===== config.mk =====
export PLATFORM = sky130hd
export DESIGN_NAME = przs_ram
export DESIGN_NICKNAME = d
export VERILOG_FILES = /design/src/hw/rtl/przs_ram.sv
export SDC_FILE = /design/constraint.sdc
export NUM_CORES = 1
export LEC_CHECK = 0
export CAP_MARGIN = 20
export CORE_ASPECT_RATIO = 0.75
export CORE_MARGIN = 1
export CORE_UTILIZATION = 30
export DETAILED_ROUTE_END_ITERATION = 7
export DONT_BUFFER_PORTS = 1
export GPL_TIMING_DRIVEN = 1
export SLEW_MARGIN = 25
export SYNTH_ARGS = -nofsm -noshare
export SYNTH_HDL_FRONTEND = slang
export SYNTH_SLANG_ARGS = --single-unit

===== constraint.sdc =====
create_clock -name clock -period 3.8 [get_ports clock]
set_input_delay 0.19 -clock clock [delete_from_list [all_inputs] [get_ports clock]]
set_output_delay 0.19 -clock clock [all_outputs]
set_load 0.005 [all_outputs]

===== src/hw/rtl/przs_ram.sv =====
`default_nettype none
// ----------------------------------------------------------------------------
// przs_ram
// Generic single-port-write, single-port-read RAM with registered read data.
// ----------------------------------------------------------------------------
module przs_ram #(
   parameter int WIDTH = 24,
   parameter int DEPTH = 64
) (
   input  wire                      clock,
   input  wire                      wr_en,
   input  wire [$clog2(DEPTH)-1:0]  wr_addr,
   input  wire [WIDTH-1:0]          wr_data,
   input  wire                      rd_en,
   input  wire [$clog2(DEPTH)-1:0]  rd_addr,
   output logic [WIDTH-1:0]         rd_data
);

   logic [WIDTH-1:0] mem_ff [DEPTH];
   logic [WIDTH-1:0] rd_data_ff;

   always_ff @(posedge clock) begin
      if (wr_en) begin
         mem_ff[wr_addr] <= wr_data;
      end
      if (rd_en) begin
         rd_data_ff <= mem_ff[rd_addr];
      end
   end

   assign rd_data = rd_data_ff;

endmodule

`default_nettype wire


=== Word-level counts from Yosys, hierarchy flattened ===
Memory sizes are Yosys's and may differ from the RTL's. A register that Yosys moved wholly into a read port is not among the register bits.
Index checks and enable logic that the tools add are counted.
W data, S select, Z words.

* Register bits after elaboration: 0
* Memory bits (writable): 1536
* Input bits: 39
* Word-level logic and storage cells: 3
* Memories: 1

* Mux-type cells: 2

{| class="wikitable"
|+ Memories
! name !! words !! width !! rd ports !! clocked after Yosys merged registers in !! wr ports !! RTL line !! text
|-
| mem_ff || 64 || 24 || 1 || 1 || 1 || 19 || <nowiki>logic [WIDTH-1:0] mem_ff [DEPTH];</nowiki>
|}

{| class="wikitable"
|+ Operators by type and width
! kind !! count
|-
| $mux W1 || 2
|}

=== Longest topological paths before layout ===
* Depth in word-level cells: 2
* Depth in mapped cells: 9

=== Least setup slack after synthesis ===
No wires, ideal clock.

* Path kind: input-to-reg
* Start point: in wr_addr[3]
* End point: mem mem_ff[48][0], enable pin
* Arrival: 2.352 ns
* Data required time: 3.365 ns
* Slack: 1.013 ns
* Cell stages on the path: 4
* Cell sequence: clkbuf_1 > nor2b_1 > nand4b_1 > nor3_1

{| class="wikitable"
|+ RTL lines
! what !! RTL line !! text
|-
| from (decl) || 12 || <nowiki>input wire [$clog2(DEPTH)-1:0] wr_addr,</nowiki>
|-
| to (decl) || 19 ||
|}

Straight into the memory's write port.

=== Worst setup path in the final report ===
* Start point: in wr_addr[0]
* End point: mem mem_ff[55][3], enable pin

Straight into the memory's write port.

==> flow_summary.json <==
{
  "status": "complete, but fails checks",
  "violations": "max-slew violations",
  "syn_nets": 2649,
  "die_h_um": 388,
  "p_int_mw": 27.6,
  "p_leak_nw": 20.9,
  "cts_setup_buffers": 0,
  "drt-total-wl_um": 148000,
  "clock.fmax_mhz": 370,
  "htreeDepth": 4,
  "cts_tree": "done",
  "grt_pass1_wl_um": 212000,
  "critPathBufInv": 3,
  "path_cells": "dlygate4sd3_1, nand4_1, dlygate4sd3_1, nor2_2, dlygate4sd3_1",
  "cts.sinks": 1560,
  "dp_cells": 5187,
  "antenna_found_initial": 4,
  "clock-skew-final_ns": 0.0240,
  "maxCapViolCount": 0,
  "met1_length_um": 66200,
  "root_buffer": "clkbuf_16",
  "synth-seq-cells": 1560,
  "hpwl_um": 81400,
  "layout_commonest_cell": "edfxtp_1",
  "finalSetupViolCount": 0,
  "route.vias.total": 28100,
  "wl_per_cell_um": 26.9,
  "yosysUniqueCellTypes": 39,
  "yosys_most_used_dff": "edfxtp_1",
  "via_per_inst": 5.10,
  "reg2reg_from": "mem_ff[21][6]$_DFFE_PP_",
  "crit_type": "primary input to flip-flop",
  "grt_pass1_vias": 27900,
  "slowest_stage": "dlygate4sd3_1",
  "first_iter_violations": 3397,
  "crit_start": "wr_addr[0]",
  "portBuffers": 0,
  "cp-end-kind": "flip-flop",
  "cp-start-kind": "primary input",
  "fin_cells": 5516,
  "gp_congestion": 0.789,
  "p_per_area_nw_per_um2": 505,
  "cts_buffer_depth": 3,
  "cp.required_ns": 4.26,
  "final_cell_mix": "edfxtp_1, mux4_2, clkbuf_16",
  "ant_nets": 0,
  "report.final.slew_viol_count": 91,
  "dp_slack_ns": 1.14,
  "maxSlewHeadroom_pct": -5.93,
  "critPathMaxStageDelay_ns": 0.78,
  "start_util_pct": 30.2,
  "die_area_um2": 200000,
  "highest_layer": "met5",
  "clock_latency_ns": 0.78,
  "setup_ws_ns": 1.10,
  "min-delay-start": "wr_addr[4]",
  "tightest_slew_ns": 1.59,
  "crit_top_cell": "dlygate4sd3_1",
  "synth_edf_count": 1560,
  "place_area_um2": 63000,
  "cts_inserted_buffers": 145,
  "hold_path.class": "primary input to flip-flop",
  "arrival_ns": 3.17,
  "ys_seq_area_share_pct": 78.7,
  "die_width_um": 516,
  "grt_max_degree": 363,
  "combPwrFrac_pct": 4.2,
  "syn2layout_area_growth_pct": 15.3,
  "holdWs_ns": 0.0753,
  "wl_met3_um": 12300,
  "core_area_um2": 197000,
  "rsz0062_at_grt": "no",
  "netlist_area_um2": 59500,
  "io_pins": 63,
  "ys_async_sr_fraction_pct": 0,
  "period_share_pct": 71.2,
  "fin_nets": 2796,
  "final_cell_area_um2": 68600,
  "power_frac_clock_pct": 40.5,
  "clk_pin_slew_ns": 0.07,
  "gr-usage-all-layers_pct": 14.8,
  "rows": 141,
  "power.switching_mw": 7.11,
  "first_pass_iters": 6,
  "vdd_drop_max_uv": 470,
  "fin_crit_ns": 2.70,
  "switching_share_pct": 20.5,
  "drc_errors": 0,
  "dr_wl_met2_um": 66900,
  "critPathMaxFanout": 9,
  "synth_cells": 2610,
  "syn_avg_cell_area_um2": 22.8,
  "power_frac_seq_pct": 55.3,
  "setup_tns_ns": 0,
  "crit_family": "buffers and inverters",
  "overflow": 0,
  "drive_above_1_share_pct": 26.9,
  "finalHoldViolations": 0,
  "yosys_warnings": 0
}
## stage by stage
step | utilization, % | total power, mW
2_1_floorplan | - | 20.4
3_3_place_gp | 32.0 | 20.5
3_5_place_dp | 32.0 | 20.5
4_1_cts | 34.8 | 34.9
5_1_grt | 34.8 | 35.6
6_report | 34.8 | 34.7
## cell families (layout without fill, tap and decap cells)
logic type / Yosys count / count (layout) / share of synthesized area [%]
buf+inv: 144 / 403 / 1.31
mux: 503 / 503 / 16.0
compound gates: 207 / 207 / 2.43
other cells: 0 / 2 / 0
flops: 1560 / 1560 / 78.7
simple gates: 196 / 196 / 1.55
## power by group through the flow
stage                     registers [mW]  logic, mW  clock network (mW)
after floorplan                     19.5      0.941                   0
after global placement              19.5       1.01                   0
after detailed placement            19.5       1.01                   0
after CTS                           19.2       1.45                14.3
after global routing                19.2       1.52                14.9
final                               19.2       1.46                14.0
## layer usage
layer  up-vias  GRT usage, %
met1     15200          22.1
li1      11500             -
met3       180          2.77
met5         -             0
met4         2          4.14
met2      1237          21.9
## path summary, 6_finish.rpt
| path | cells after the start | endpoint | slack (ns) |
|---|---|---|---|
| setup / recovery | 5 | mem_ff[55][3]$_DFFE_PP_ | 1.10 |
| hold / removal | 2 | mem_ff[50][23]$_DFFE_PP_ | 0.08 |
| setup reg to reg | 6 | rd_data[6]$_DFFE_PP_ | 1.19 |
| hold reg to reg | 4 | rd_data[22]$_DFFE_PP_ | 0.92 |
## synth_stat cells (16+ instances only)
library cell / number / share of area, %
mux2_2: 53 / 1.0
and3_1: 16 / 0.17
edfxtp_1: 1560 / 79
nand3_1: 20 / 0.17
mux2i_1: 95 / 1.6
o22ai_1: 53 / 0.56
a221oi_1: 52 / 0.76
a21oi_1: 22 / 0.18
mux4_2: 355 / 13
a22oi_1: 29 / 0.37
buf_4: 31 / 0.39
buf_2: 45 / 0.38
clkbuf_1: 44 / 0.28
nor2_1: 80 / 0.50
nand2_1: 36 / 0.23
## sequential cells by signal, indices dropped and copies added (netlist names)
signal / count
mem_ff: 1536
rd_data: 24
## cell type report
type / instances / area (µm²)
Clock buffer: 176 / 3830
Inverter: 2 / 7.51
Multi-Input combinational cell: 906 / 12100
Timing Repair Buffer: 142 / 1810
Fill cell: 18100 / 128000
Clock inverter: 83 / 676
Tap cell: 2645 / 3310
Antenna cell: 2 / 5.00
Sequential cell: 1560 / 46800
## timing repair
action,4_1_cts,5_1_grt
endpoints found under the setup margin,0,0
endpoints found under the hold margin,1685,0
hold buffers,68,0
resized for setup,0,0
## worst reg2reg max path: stages (launching register included)
cell	delay [ns]
edfxtp_1	0.37
mux4_2	0.47
mux2_2	0.29
o22ai_1	0.24
a221oi_1	0.18
o21a_1	0.26
dlygate4sd3_1	0.56
Power figures use the tool's default switching activity.
