<file path="config.mk">
export PLATFORM = sky130hd
export DESIGN_NAME = przs_div
export DESIGN_NICKNAME = d
export VERILOG_FILES = /design/src/hw/rtl/przs_pkg.sv /design/src/hw/rtl/przs_div.sv
export SDC_FILE = /design/constraint.sdc
export NUM_CORES = 1
export LEC_CHECK = 0
export ABC_AREA = 1
export BUFFER_PORTS_ARGS = -buffer_cell sky130_fd_sc_hd__buf_2
export CAP_MARGIN = 20
export CELL_PAD_IN_SITES_DETAIL_PLACEMENT = 0
export CELL_PAD_IN_SITES_GLOBAL_PLACEMENT = 2
export CORE_UTILIZATION = 29
export CTS_CLUSTER_DIAMETER = 150
export CTS_CLUSTER_SIZE = 16
export DETAILED_ROUTE_END_ITERATION = 8
export HOLD_SLACK_MARGIN = 0.03
export PLACE_DENSITY = 0.82
export SLEW_MARGIN = 20
export SYNTH_ARGS = -nofsm -noshare
export SYNTH_HDL_FRONTEND = slang
export SYNTH_SLANG_ARGS = --single-unit
</file>
<file path="constraint.sdc">
create_clock -name clock -period 2.9 [get_ports clock]
set_input_delay 0.435 -clock clock [delete_from_list [all_inputs] [get_ports clock]]
set_output_delay 0.435 -clock clock [all_outputs]
set_load 0.02 [all_outputs]
</file>
<file path="src/hw/rtl/przs_pkg.sv">
`default_nettype none
// ----------------------------------------------------------------------------
// przs_pkg
// Types and fixed constants shared by the pair ratio z-score signal block.
// ----------------------------------------------------------------------------
package przs_pkg;

   localparam int PRICE_W = 32;
   localparam int RATIO_W = 24;
   localparam int WIN_W   = 7;
   localparam int THR_W   = 16;
   localparam int SUM_W   = 31;   // up to 127 ratios of 24 bits
   localparam int SQ_W    = 55;   // up to 127 squares of 48 bits
   localparam int DVD_W   = 48;   // price A scaled by 2^16

   localparam logic [RATIO_W-1:0] RATIO_MAX = '1;

   localparam logic [WIN_W-1:0] WIN_RESET = 7'd20;
   localparam logic [THR_W-1:0] THR_RESET = 16'd512;

   // tick kinds
   localparam logic [1:0] KIND_LEG_A = 2'd0;
   localparam logic [1:0] KIND_LEG_B = 2'd1;

   // order directions
   localparam logic [1:0] DIR_NONE = 2'd0;
   localparam logic [1:0] DIR_BUY  = 2'd1;
   localparam logic [1:0] DIR_SELL = 2'd2;

   // positions
   localparam logic [1:0] POS_NONE  = 2'd0;
   localparam logic [1:0] POS_LONG  = 2'd1;
   localparam logic [1:0] POS_SHORT = 2'd2;
   localparam logic [1:0] POS_FLAT  = 2'd3;

   // register indexes
   localparam logic CSR_WINDOW_LENGTH   = 1'b0;
   localparam logic CSR_ENTRY_THRESHOLD = 1'b1;

   typedef struct packed {
      logic [1:0]         kind;
      logic [PRICE_W-1:0] price;
   } req_word_type;

   typedef struct packed {
      logic       leg;
      logic [1:0] direction;
      logic       last;
   } rsp_word_type;

endpackage

`default_nettype wire

</file>
<file path="src/hw/rtl/przs_div.sv">
`default_nettype none
// ----------------------------------------------------------------------------
// przs_div
// Restoring divider, one quotient bit a cycle. Forms (A << 16) / B and
// saturates the quotient to the ratio width.
// ----------------------------------------------------------------------------
module przs_div (
   input  wire                                  clock,
   input  wire                                  reset,
   input  wire                                  start,
   input  wire [przs_pkg::DVD_W-1:0]            dividend,
   input  wire [przs_pkg::PRICE_W-1:0]          divisor,
   output logic                                 done,
   output logic [przs_pkg::RATIO_W-1:0]         quotient
);

   localparam int CNT_W = $clog2(przs_pkg::DVD_W);
   localparam logic [CNT_W-1:0] CNT_LAST = CNT_W'(przs_pkg::DVD_W - 1);

   logic                         busy_ff, busy_in;
   logic                         done_ff, done_in;
   logic [CNT_W-1:0]             cnt_ff, cnt_in;
   logic [przs_pkg::PRICE_W-1:0] rem_ff, rem_in;
   logic [przs_pkg::DVD_W-1:0]   dvd_ff, dvd_in;
   logic [przs_pkg::PRICE_W-1:0] dsr_ff, dsr_in;
   logic [przs_pkg::PRICE_W:0]   rem_sh;
   logic [przs_pkg::PRICE_W:0]   rem_sub;
   logic                         ge;

   // one restoring step
   always_comb begin
      rem_sh  = {rem_ff, dvd_ff[przs_pkg::DVD_W-1]};
      rem_sub = rem_sh - {1'b0, dsr_ff};
      ge      = (rem_sh >= {1'b0, dsr_ff});
   end

   always_comb begin
      busy_in = busy_ff;
      done_in = 1'b0;
      cnt_in  = cnt_ff;
      rem_in  = rem_ff;
      dvd_in  = dvd_ff;
      dsr_in  = dsr_ff;
      if (start) begin
         busy_in = 1'b1;
         cnt_in  = '0;
         rem_in  = '0;
         dvd_in  = dividend;
         dsr_in  = divisor;
      end else if (busy_ff) begin
         rem_in = ge ? rem_sub[przs_pkg::PRICE_W-1:0] : rem_sh[przs_pkg::PRICE_W-1:0];
         dvd_in = {dvd_ff[przs_pkg::DVD_W-2:0], ge};
         cnt_in = cnt_ff + 1'b1;
         if (cnt_ff == CNT_LAST) begin
            busy_in = 1'b0;
            done_in = 1'b1;
         end
      end
   end

   always_ff @(posedge clock) begin
      if (reset) begin
         busy_ff <= 1'b0;
         done_ff <= 1'b0;
      end else begin
         busy_ff <= busy_in;
         done_ff <= done_in;
      end
      cnt_ff <= cnt_in;
      rem_ff <= rem_in;
      dvd_ff <= dvd_in;
      dsr_ff <= dsr_in;
   end

   // quotient lives in the shifted dividend once finished
   assign done     = done_ff;
   assign quotient = (|dvd_ff[przs_pkg::DVD_W-1:przs_pkg::RATIO_W]) ? przs_pkg::RATIO_MAX
                     : dvd_ff[przs_pkg::RATIO_W-1:0];

endmodule

`default_nettype wire

</file>
After elaboration in Yosys (flattened, before gate mapping)
Index checks and enable logic that the tools add are counted.

storage, ports and cells
  register bits after elaboration = 120
  input port bits = 83
  output and inout port bits = 25
  logic and storage cells = 22

cells by class
  $add $sub $neg = 2
  $lt $le $gt $ge = 1
  eq/ne operators = 1
  multiplexer cells = 8
  bitwise operators = 1
  reductions and logical operators = 3

operators with widths
  operator             number
  $mux 48              2
  $ge 33x32->1         1
  $mux 32              1
  $sub 32x32->32       1
  $mux 24              1
  $reduce_or 24->1     1
  $add 6x1->6 const B  1
  $eq 6x6->1 const B   1
  $mux 1               4
  $reduce_or 3->1      1
  $reduce_bool 2->1    1
  $not 1->1            1

Logic depth before layout (Yosys ltp)
Gate-level depths: netlist of the first run.

  depth after elaboration = 4
  depth in mapped cells = 17
  gate-level depth less buffers = 16

Worst setup path after synthesis of the first run
Ideal clock, no wire load.

  kind = input port to flip-flop
  start point = in start
  end point = reg dvd_ff[0] in the netlist's numbering, enable pin
  library setup time = 0.432 ns
  data arrival time = 2.419 ns
  required time = 2.468 ns
  setup slack = 0.050 ns
  cell stages on the path = 4
  buffers on the path = 2
  path through = clkbuf_1 > nor2_1 > inv_1 > clkbuf_1

on the way
  longest elaborated chain between the ends = 1

RTL lines
  item                         line            text
  start, declared              przs_div.sv:10  input wire start,
  $reduce_bool 2->1 (no line)  --
  end signal, assigned         przs_div.sv:71  dvd_ff <= dvd_in;
  end, declared                przs_div.sv:24  logic [przs_pkg::DVD_W-1:0] dvd_ff, dvd_in;

Every way passes these cells.
A chain may end at the register's enable or synchronous reset.

Final worst setup path of the first run
  start point = reg dvd_ff[31] in the netlist's numbering
  end point = out quotient[23] in the netlist's numbering

on the way
  longest elaborated chain between the ends = 2

RTL lines
  item              line            text
  $reduce_or 24->1  przs_div.sv:77  assign quotient = (|dvd_ff[przs_pkg::DVD_W-1:przs_pkg::RATIO_W]) ? przs_pkg::RATIO_MAX
  $mux 24           przs_div.sv:77
  end, declared     przs_div.sv:14  output logic [przs_pkg::RATIO_W-1:0] quotient

Every way passes these cells.

==> run metrics, run 1 <==
starting density of the core=29.5%; number of remaining DRC errors=0; EDFF count, synth=80; Hold Fails Final Rpt=0; delay of the slowest cell on the worst path=0.35 ns; clk slew on worst S/H paths=0.06 ns; Reg2Reg Launch Point=dsr_ff[8]$_DFFE_PP_; IO buf count=107; ys async rst share=0%; number of standard cells in the layout, taps in and fillers out=1555; Worst slew margin=61.6%; power per cell area=504 mW/mm²; sequential-to-total area share from yosys stat=41.6%; relative area change from synthesis to final layout=19.6%; number of synthesized register bits=120; total standard cell area after synthesis=0.00770 mm²; wire per inst=13.8 µm; Clock Root Buffer=sky130_fd_sc_hd__clkbuf_16; count of H-tree levels built during CTS=4; Mapped Nets=1216; total congestion overflow after global routing=0; die outline width=165 µm; post-synthesis instance total=1099; vias per std cell=4.39; mean instance size in the synthesized netlist=7.01 µm²; Initial DRT Pass Iterations=4; source of the worst hold timing path=divisor[31]; Hold/Removal Path Class=in -> reg; Total Wirelength=21500 µm; critical-path cell list=inv_1, nand4_1, nor4_1, nand2_1, nor4_4, buf_4, nand2_1, buf_2; layout net count=1323; maximum clock skew at final layout=0.0111 ns; clk sinks=120; cell count after placement=1522; max-cap viol count=0; arrival time at the worst endpoint=2.12 ns; cell occurring most often along the worst timing path=sky130_fd_sc_hd__nand2_1; hold buffer count at cts=0; DP Wirelength=15900 µm; clock tree from TritonCTS=done; Detail Route met3 WL=928 µm; worst-skew pair later-pin latency=0.43 ns; top routing layer in use=met5; global router's overall resource usage=16.9%; Buf/Inv on CP=3; pin count of the biggest net entering global routing=124; total clock buffers created by CTS=17; CP Launch Type=flip-flop; critical path required time=2.47 ns; Crit Path Class=reg -> out; CTS Buffer Depth=2; worst IR drop on VDD=0.321 mV; Die Y=165 µm; critical-path cell with the highest stage delay=sky130_fd_sc_hd__edfxtp_1; max-slew violations=0; clock period minus worst slack=2.55 ns; number of antenna violations at the first check in global routing=3; number of nets still failing antenna checks after routing=0; fraction of final layout cells sized beyond drive strength 1=13.5%; setup tns final=0 ns; unrepaired setup endpoints after global routing=no; Worst Tran Pin Value=0.575 ns; area of the die=0.0272 mm²; largest fanout of any net on the critical path=24; synth unique cells=35; global placer's final weighted congestion=0.884; routed wire length on met2=9780 µm; routed length on met1=10500 µm; first-pass GRT wire length=35100 µm; routed vias=6830; leakage dissipation=4.69 nW; number of global-route vias before repair=6709; buffers inserted by post-CTS timing repair=0; Final Setup Violations=0; nature of the critical path endpoint=primary output; Tcrit/Tclk final=87.9%; Setup crit start=dvd_ff[31]$_DFFE_PP_; status=finished clean; Cell Rows=59; initial drt markers=397; achievable clock frequency=392 MHz; Std-Cell Core Area=0.0261 mm²; critical path's top delay family=simple AND/OR/NAND/NOR gates; post-cts resize count=0; commonest register cell after synthesis=sky130_fd_sc_hd__edfxtp_1; top-level port count=108; Synth warnings=0
[per-layer routing]
layer,vias up,global-route usage [%]
met5,-,0
met4,4,5.00
met2,122,27.7
met1,3049,21.9
met3,18,4.09
li1,3637,-
[stage by stage]
stage               utilization, %  cell area, µm²  worst slack [ns]  hold WS, ns  total power (W)
detailed placement            33.1            8620             0.420        0.460          0.00249
floorplan                        -            7700            0.0496        0.444          0.00231
global placement              33.1            8620             0.431        0.461          0.00249
global route                  35.3            9210             0.115        0.163          0.00485
finish                        35.3            9210             0.350        0.177          0.00464
CTS                           35.3            9210             0.292        0.159          0.00471
[worst paths after layout]
check,to,slack [ns],depth (start not counted)
setup / recovery,quotient[23],0.35,8
setup reg to reg,rem_ff[27]$_SDFFE_PP0P_,0.42,17
hold / removal,dsr_ff[31]$_DFFE_PP_,0.18,1
hold reg to reg,rem_ff[14]$_SDFFE_PP0P_,0.47,2
[Yosys cell counts, types with 3 or more instances]
cell / n / area (µm²)
sky130_fd_sc_hd__clkbuf_1: 14 / 52.6
sky130_fd_sc_hd__nor3_1: 8 / 40.0
sky130_fd_sc_hd__inv_1: 222 / 833
sky130_fd_sc_hd__a21oi_1: 21 / 105
sky130_fd_sc_hd__and2_1: 3 / 18.8
sky130_fd_sc_hd__buf_6: 3 / 33.8
sky130_fd_sc_hd__o21bai_1: 3 / 22.5
sky130_fd_sc_hd__clkinv_1: 3 / 11.3
sky130_fd_sc_hd__buf_1: 3 / 11.3
sky130_fd_sc_hd__ha_1: 33 / 413
sky130_fd_sc_hd__nor2_2: 5 / 31.3
sky130_fd_sc_hd__edfxtp_1: 80 / 2400
sky130_fd_sc_hd__nand3_1: 84 / 420
sky130_fd_sc_hd__dfxtp_1: 40 / 801
sky130_fd_sc_hd__xnor2_1: 13 / 114
sky130_fd_sc_hd__nand4_1: 11 / 68.8
sky130_fd_sc_hd__nand2_2: 5 / 31.3
sky130_fd_sc_hd__nand2_1: 404 / 1520
sky130_fd_sc_hd__nor2_1: 47 / 176
sky130_fd_sc_hd__buf_2: 6 / 30.0
sky130_fd_sc_hd__nand3b_1: 15 / 113
sky130_fd_sc_hd__o21ai_0: 51 / 255
sky130_fd_sc_hd__nor4_1: 3 / 18.8
sky130_fd_sc_hd__o21ai_1: 8 / 40.0
[layout make-up]
type | instances | area [µm²]
Tap cell | 335 | 419
Clock inverter | 15 | 166
Inverter | 225 | 845
Antenna cell | 1 | 2.50
Timing Repair Buffer | 116 | 631
Fill cell | 2857 | 16800
Clock buffer | 17 | 425
Multi-Input combinational cell | 726 | 3520
Sequential cell | 120 | 3200
[report_power, final]
group	internal [W]	leakage (nW)	switching, W	total (W)
Sequential	0.00196	1.13	0.0000342	0.00199
Combinational	0.000161	3.28	0.000300	0.000460
Clock	0.00128	0.277	0.000903	0.00219
[cells by family after synthesis]
family / share of synthesized area, %
fa+ha+maj: 5.62
compound gates: 6.00
buf+inv: 12.8
simple gates: 32.4
xor+xnor: 1.59
flops: 41.6
[state kept, by name, indices dropped and copies added (netlist names)]
signal	cells
done	1
busy_ff	1
rem_ff	32
dvd_ff	48
cnt_ff	6
dsr_ff	32
[placed cells by master (no fill, tap or decap), types with 2 or more instances in the layout]
cell	synthesis	routed
sky130_fd_sc_hd__inv_1	222	221
sky130_fd_sc_hd__nor3_1	8	8
sky130_fd_sc_hd__nor2_4	2	2
sky130_fd_sc_hd__dfxtp_1	40	40
sky130_fd_sc_hd__a21oi_1	21	21
sky130_fd_sc_hd__buf_12	0	2
sky130_fd_sc_hd__bufinv_16	0	2
sky130_fd_sc_hd__inv_6	0	6
sky130_fd_sc_hd__edfxtp_1	80	80
sky130_fd_sc_hd__buf_2	6	106
sky130_fd_sc_hd__nor2_1	47	46
sky130_fd_sc_hd__clkbuf_16	0	17
sky130_fd_sc_hd__o21a_1	2	2
sky130_fd_sc_hd__nand2_1	404	404
sky130_fd_sc_hd__clkinvlp_4	0	4
sky130_fd_sc_hd__clkinv_1	3	4
sky130_fd_sc_hd__nand3b_1	15	15
sky130_fd_sc_hd__nor2_2	5	6
sky130_fd_sc_hd__ha_1	33	33
sky130_fd_sc_hd__and2_1	3	3
sky130_fd_sc_hd__nand2_2	5	5
sky130_fd_sc_hd__o21ai_0	51	51
sky130_fd_sc_hd__o21bai_1	3	3
sky130_fd_sc_hd__buf_4	2	8
sky130_fd_sc_hd__o21ai_1	8	8
sky130_fd_sc_hd__xnor2_1	13	13
sky130_fd_sc_hd__nor4_1	3	3
sky130_fd_sc_hd__nand4_1	11	11
sky130_fd_sc_hd__nand3_1	84	84
Note: power is estimated with default switching activity, not from simulation.
==> run 2: changes to the inputs <==
--- a/config.mk
+++ b/config.mk
@@ -10,12 +10,12 @@
 export CAP_MARGIN = 20
 export CELL_PAD_IN_SITES_DETAIL_PLACEMENT = 0
 export CELL_PAD_IN_SITES_GLOBAL_PLACEMENT = 2
-export CORE_UTILIZATION = 29
+export CORE_UTILIZATION = 33
 export CTS_CLUSTER_DIAMETER = 150
 export CTS_CLUSTER_SIZE = 16
 export DETAILED_ROUTE_END_ITERATION = 8
 export HOLD_SLACK_MARGIN = 0.03
-export PLACE_DENSITY = 0.82
+export PLACE_DENSITY = 0.88
 export SLEW_MARGIN = 20
 export SYNTH_ARGS = -nofsm -noshare
 export SYNTH_HDL_FRONTEND = slang
==> constraint.sdc (replaced) <==
create_clock -name clock -period 2.8 [get_ports clock]
set_input_delay 0.42 -clock clock [delete_from_list [all_inputs] [get_ports clock]]
set_output_delay 0.42 -clock clock [all_outputs]
set_load 0.02 [all_outputs]
==> run 2 against run 1 <==
Clock-buffer cell count is the same. Clock power about the same. Power grew 1.2%. Sequential power increased by 4%. Design area fell by 0.45%. Clock skew barely moved.
==> run metrics, run 2 (synthesis results as in run 1) <==
status=finished clean (unchanged); number of antenna violations at the first check in global routing=2 (was 3); Hold/Removal Path Class=in -> reg (unchanged); Die Y=155 µm (was 165 µm); clock period minus worst slack=2.55 ns; R2R setup slack=0.35 ns (was 0.42 ns); leakage dissipation=4.69 nW (about the same); fraction of final layout cells sized beyond drive strength 1=13.6% (was 13.5%); post-cts resize count=0 (unchanged); CP Launch Type=flip-flop (unchanged); number of fillers in the final layout=2439 (was 2857); Worst Tran Pin Value=0.418 ns (was 0.575 ns); max-cap viol count=0 (unchanged); arrival time at the worst endpoint=2.13 ns (was 2.12 ns); number of nets still failing antenna checks after routing=0 (unchanged); number of remaining DRC errors=0 (unchanged); most common library cell in the layout ignoring fill and taps=sky130_fd_sc_hd__nand2_1 (unchanged); Hold Fails Final Rpt=0 (unchanged); max FFs per register=48 (unchanged); clk slew on worst S/H paths=0.07 ns (was 0.06 ns); hold buffer count at cts=0 (unchanged); end point of the most critical hold path=dsr_ff[30]$_DFFE_PP_ (was dsr_ff[31]$_DFFE_PP_); unrepaired setup endpoints after global routing=no (unchanged); maximum clock skew at final layout=0.0111 ns (about the same); count of H-tree levels built during CTS=4 (unchanged); largest fanout of any net on the critical path=24 (unchanged); total clock buffers created by CTS=17 (unchanged); Setup crit start=dvd_ff[32]$_DFFE_PP_ (was dvd_ff[31]$_DFFE_PP_); pin count of the biggest net entering global routing=106 (was 124); setup tns final=0 ns (unchanged); Std-Cell Core Area=0.0228 mm² (was 0.0261 mm²); initial drt markers=358 (was 397); global placer's final weighted congestion=0.855 (was 0.884); achievable clock frequency=392 MHz; Crit Path Class=reg -> out (unchanged); routed vias=6802 (was 6830); registers with the most flip-flops=dvd_ff x48, dsr_ff x32, rem_ff x32 (unchanged); critical path required time=2.38 ns (was 2.47 ns); Total Wirelength=20600 µm (was 21500 µm); Tot Pwr=0.00469 W (was 0.00464 W); power per cell area=512 mW/mm² (was 504 mW/mm²); Cell Rows=55 (was 59); wire per inst=13.5 µm (was 13.8 µm); total congestion overflow after global routing=0 (unchanged); largest reg by FF count=dvd_ff (unchanged); Initial DRT Pass Iterations=5 (was 4); commonest cells after routing, fill and taps aside=sky130_fd_sc_hd__nand2_1 (404), sky130_fd_sc_hd__inv_1 (221), sky130_fd_sc_hd__buf_2 (106) (unchanged); register area=0.00320 mm² (unchanged); worst r2r dst=rem_ff[27]$_SDFFE_PP0P_ (unchanged); DP Wirelength=15300 µm (was 15900 µm); clock tree from TritonCTS=done (unchanged); R2R depth=15 (was 17); CTS Buffer Depth=2 (unchanged); worst IR drop on VDD=0.281 mV (was 0.321 mV); top-level port count=108 (unchanged); starting density of the core=33.8% (was 29.5%); first-pass GRT wire length=34100 µm (was 35100 µm); Tcrit/Tclk final=91.0%; Clock Root Buffer=sky130_fd_sc_hd__clkbuf_16 (unchanged); number of cells on the worst hold path=1 (unchanged); number of global-route vias before repair=6726 (was 6709); relative area change from synthesis to final layout=19.1% (was 19.6%); Reg2Reg Launch Point=dsr_ff[29]$_DFFE_PP_ (was dsr_ff[8]$_DFFE_PP_); nature of the critical path endpoint=primary output (unchanged); global router's overall resource usage=18.3% (was 16.9%); buffers inserted by post-CTS timing repair=0 (unchanged); multi-input logic area=0.00353 mm² (was 0.00352 mm²); IO buf count=107 (unchanged); max-slew violations=0 (unchanged); vias per std cell=4.44 (was 4.39); Final Setup Violations=0 (unchanged); layout net count=1322 (was 1323); die outline width=155 µm (was 165 µm); Worst slew margin=72.1% (was 61.6%); area of the die=0.0239 mm² (was 0.0272 mm²); clk sinks=120 (unchanged); worst-skew pair later-pin latency=0.43 ns (about the same); source of the worst hold timing path=divisor[30] (was divisor[31])
-- run 2: cell types whose count changed in the layout (fill, tap and decap cells not counted), sizes merged --
cell and change:
inv +1, buf -1, bufinv -2, clkinvlp -2
clkinv +3
-- run 2: how the worst max path moves through the flow --
stage                     slack, ns                 endpoint
after global placement         0.26  rem_ff[30]$_SDFFE_PP0P_
after CTS                      0.18             quotient[20]
after detailed placement       0.32  rem_ff[27]$_SDFFE_PP0P_
after floorplan                0.78      dvd_ff[0]$_DFFE_PP_
final                          0.25             quotient[20]
after global routing           0.08  rem_ff[27]$_SDFFE_PP0P_
-- run 2: final cells by class --
type,instances,share of cell area [%]
antenna,1,0.0273
inverter,225,9.21
clock buffer,17,4.64
multi-input combinational,726,38.4
sequential,120,34.9
clock inverter,15,1.68
timing repair buffer,115,6.79
tap,313,4.27
-- run 2: power by group --
part | leakage, nW | total, W | switching [W] | internal, W
clock | 0.278 | 0.00216 | 0.000975 | 0.00118
combinational | 3.28 | 0.000475 | 0.000308 | 0.000167
sequential | 1.13 | 0.00206 | 0.0000337 | 0.00203
-- run 2: per-stage QoR --
step | instance area [µm²] | std cells | util [%] | worst slack, ns | hold slack [ns]
after detailed placement | 8580 | 1499 | 37.7 | 0.319 | 0.460
after CTS | 9160 | 1531 | 40.2 | 0.180 | 0.153
after global routing | 9170 | 1531 | 40.2 | 0.0805 | 0.147
final | 9170 | 1532 | 40.3 | 0.251 | 0.163
after floorplan | 7700 | 1099 | - | 0.782 | 0.444
after global placement | 8580 | 1499 | 37.7 | 0.259 | 0.459
-- run 2: metal layers --
metal / GRT usage, % / routed length [µm] / up-vias
li1: - / - / 3640
met1: 23.5 / 9840 / 3005
met2: 30.0 / 9450 / 139
met3: 4.71 / 1050 / 16
met4: 5.56 / 282 / 2
met5: 0 / 13 / -
-- run 2: worst max-delay path: stages (launching register included) --
cell                       delay, ns
sky130_fd_sc_hd__edfxtp_1       0.37
sky130_fd_sc_hd__inv_1          0.09
sky130_fd_sc_hd__nand4_1        0.13
sky130_fd_sc_hd__nor4_2         0.21
sky130_fd_sc_hd__nand2_1        0.15
sky130_fd_sc_hd__nor4_4         0.14
sky130_fd_sc_hd__buf_4          0.31
sky130_fd_sc_hd__nand2_1        0.12
sky130_fd_sc_hd__buf_2          0.18
==> run 3: changes to the inputs <==
--- a/config.mk
+++ b/config.mk
@@ -16,6 +16,7 @@
 export DETAILED_ROUTE_END_ITERATION = 8
 export HOLD_SLACK_MARGIN = 0.03
 export PLACE_DENSITY = 0.88
+export RECOVER_POWER = 50
 export SLEW_MARGIN = 20
 export SYNTH_ARGS = -nofsm -noshare
 export SYNTH_HDL_FRONTEND = slang
==> run 3 against run 2 <==
The run now ends with capacitance limit, slew limit left. Clock skew rose by 0.00053 ns. Via count rose by 0.10%. Hold slack improved by 0.0029 ns. Core utilization fell by 0.071 points. Non-clock buffer count did not move. Sequential power barely moved. Global-route usage did not move. Final cell count did not move. First-iteration DRC count fell by 3.6%. Critical path depth did not move. Clock-buffer cell count did not move. Largest cell class unchanged. Largest power group unchanged.
==> run metrics, run 3 (synthesis results as in run 1) <==
status=finished with violations (was finished clean); violations in the final reports=capacitance limit, slew limit; Tcrit/Tclk final=90.5% (was 91.0%); Final Setup Violations=0 (unchanged); number of standard cells in the layout, taps in and fillers out=1532 (unchanged); initial drt markers=345 (was 358); Worst slew margin=-9.27% (was 72.1%); met2 layer usage reported by global route=30.0% (unchanged); Buf/Inv on CP=3 (unchanged); largest fanout of any net on the critical path=24 (unchanged); leakage dissipation=4.68 nW (was 4.69 nW); max FFs per register=48 (unchanged); wire per inst=13.5 µm (about the same); area of the die=0.0239 mm² (unchanged); clock period minus worst slack=2.53 ns (was 2.55 ns); cell count after placement=1499 (unchanged); relative area change from synthesis to final layout=18.9% (was 19.1%); vias per std cell=4.44 (about the same); power per cell area=512 mW/mm² (about the same); number of nets still failing antenna checks after routing=0 (unchanged); CP Launch Type=flip-flop (unchanged); gr busiest metal=met2 (unchanged); maximum clock skew at final layout=0.0117 ns (was 0.0111 ns); Initial DRT Pass Iterations=5 (unchanged); worst-skew pair later-pin latency=0.43 ns (about the same); max-slew violations=106 (was 0); number of cells on the worst hold path=1 (unchanged); Clock Root Buffer=sky130_fd_sc_hd__clkbuf_16 (unchanged); Hold/Removal Path Class=in -> reg (unchanged); Net Switching=0.00131 W (was 0.00132 W); met1 global-route usage=23.5% (unchanged); unrepaired setup endpoints after global routing=no (unchanged); number of global-route vias before repair=6726 (unchanged); hold buffer count at cts=0 (unchanged); largest reg by FF count=dvd_ff (unchanged); first-pass GRT wire length=34100 µm (unchanged); setup tns final=0 ns (unchanged); commonest cells after routing, fill and taps aside=sky130_fd_sc_hd__nand2_1 (404), sky130_fd_sc_hd__inv_1 (221), sky130_fd_sc_hd__buf_2 (106) (unchanged); post-cts resize count=0 (unchanged); achievable clock frequency=395 MHz (was 392 MHz); cell internal power dissipation=0.00337 W (was 0.00338 W); critical path's top delay family=simple AND/OR/NAND/NOR gates (unchanged); R2R depth=15 (unchanged); Cell Rows=55 (unchanged); Total Wirelength=20600 µm (about the same); CTS Buffer Depth=2 (unchanged); pre-CTS worst setup slack=0.319 ns (unchanged); Worst Setup Slack, final=0.266 ns (was 0.251 ns); Worst Tran Pin Value=1.64 ns (was 0.418 ns); number of antenna violations at the first check in global routing=2 (unchanged); global router's overall resource usage=18.3% (unchanged); critical-path cell with the highest stage delay=sky130_fd_sc_hd__edfxtp_1 (unchanged); starting density of the core=33.8% (unchanged); IO buf count=107 (unchanged); total congestion overflow after global routing=0 (unchanged); number of fillers in the final layout=2442 (was 2439); cell occurring most often along the worst timing path=sky130_fd_sc_hd__nand2_1 (unchanged); top-level port count=108 (unchanged); worst IR drop on VDD=0.278 mV (was 0.281 mV); GR Layer Usage met3=4.71% (unchanged); Std-Cell Core Area=0.0228 mm² (unchanged); buffers inserted by post-CTS timing repair=0 (unchanged); max-cap viol count=1 (was 0); Hold Fails Final Rpt=0 (unchanged); Crit Path Class=reg -> out (unchanged); total clock buffers created by CTS=17 (unchanged); fraction of final layout cells sized beyond drive strength 1=13.5% (was 13.6%); registers with the most flip-flops=dvd_ff x48, dsr_ff x32, rem_ff x32 (unchanged); global placer's final weighted congestion=0.855 (unchanged); DP Wirelength=15300 µm (unchanged); critical-path cell list=inv_1, nand4_1, nor4_2, nand2_1, nor4_4, buf_4, nand2_1, buf_2 (unchanged); delay of the slowest cell on the worst path=0.37 ns (about the same); die outline width=155 µm (unchanged); arrival time at the worst endpoint=2.11 ns (was 2.13 ns); number of remaining DRC errors=0 (unchanged); switching share of total power=28.0% (was 28.1%); number of stages on the worst setup path=8 (unchanged); clk slew on worst S/H paths=0.07 ns (about the same); pin count of the biggest net entering global routing=106 (unchanged); relative contribution of the clock network to total power=46.0% (about the same); Die Y=155 µm (unchanged); combinational fraction of design power=10.1% (about the same); routed vias=6809 (was 6802); nature of the critical path endpoint=primary output (unchanged); layout net count=1322 (unchanged); count of H-tree levels built during CTS=4 (unchanged); most common library cell in the layout ignoring fill and taps=sky130_fd_sc_hd__nand2_1 (unchanged); critical path required time=2.38 ns (about the same); clock tree from TritonCTS=done (unchanged); register share of total power=43.9% (about the same); clk sinks=120 (unchanged)
==> run 3: cell types whose count changed in the layout (fill, tap and decap cells not counted), sizes merged <==
cell,delta
clkbuf,+1
buf,-1
==> run 3: layout make-up <==
type                       count  area, µm²  area share, %
multi-input combinational    726       3530           38.5
tap                          313        392           4.28
clock inverter                15        154           1.68
sequential                   120       3200           35.0
timing repair buffer         115        607           6.63
antenna                        1       2.50         0.0273
inverter                     225        845           9.23
clock buffer                  17        425           4.65
==> run 3: final timing paths <==
check | from | to | slack, ns
setup / recovery | dvd_ff[32]$_DFFE_PP_ | quotient[20] | 0.27
hold / removal | divisor[31] | dsr_ff[31]$_DFFE_PP_ | 0.17
setup reg to reg | dsr_ff[29]$_DFFE_PP_ | rem_ff[27]$_SDFFE_PP0P_ | 0.34
hold reg to reg | rem_ff[9]$_SDFFE_PP0P_ | rem_ff[9]$_SDFFE_PP0P_ | 0.47
==> run 3: per-stage QoR <==
step                      hold slack (ns)  area (µm²)  utilization, %  total power [W]
final                               0.166        9150            40.2          0.00469
after global routing                0.147        9150            40.2          0.00490
after CTS                           0.153        9160            40.2          0.00475
after detailed placement            0.460        8580            37.7          0.00258
after global placement              0.459        8580            37.7          0.00257
after floorplan                     0.444        7700               -          0.00239
==> run 3: power by group through the flow <==
stage / Clock (W) / Sequential (W) / Combinational (W)
floorplan: 0 / 0.00209 / 0.000304
global placement: 0 / 0.00210 / 0.000478
detailed placement: 0 / 0.00210 / 0.000481
CTS: 0.00221 / 0.00206 / 0.000484
global route: 0.00228 / 0.00207 / 0.000546
finish: 0.00216 / 0.00206 / 0.000474
==> run 3: per-layer routing <==
layer	part of all wire (%)	wire (µm)
met3	5.1	1050
met5	0.063	13
met2	46	9400
met1	48	9870
met4	1.4	282
==> run 3: worst reg2reg max path, cell delays in order (launching register included) <==
cell and delay [ns]:
sky130_fd_sc_hd__edfxtp_1 0.32, sky130_fd_sc_hd__inv_1 0.04, sky130_fd_sc_hd__ha_1 0.36, sky130_fd_sc_hd__nand2_1 0.14, sky130_fd_sc_hd__inv_1 0.06, sky130_fd_sc_hd__nand2_1 0.13, sky130_fd_sc_hd__inv_1 0.06, sky130_fd_sc_hd__a21oi_1 0.22
sky130_fd_sc_hd__nand2_1 0.12, sky130_fd_sc_hd__nor2_4 0.12, sky130_fd_sc_hd__buf_4 0.39, sky130_fd_sc_hd__nand3_1 0.13, sky130_fd_sc_hd__nand2_1 0.08, sky130_fd_sc_hd__clkinv_1 0.06, sky130_fd_sc_hd__nand2_1 0.05, sky130_fd_sc_hd__nand2_1 0.05
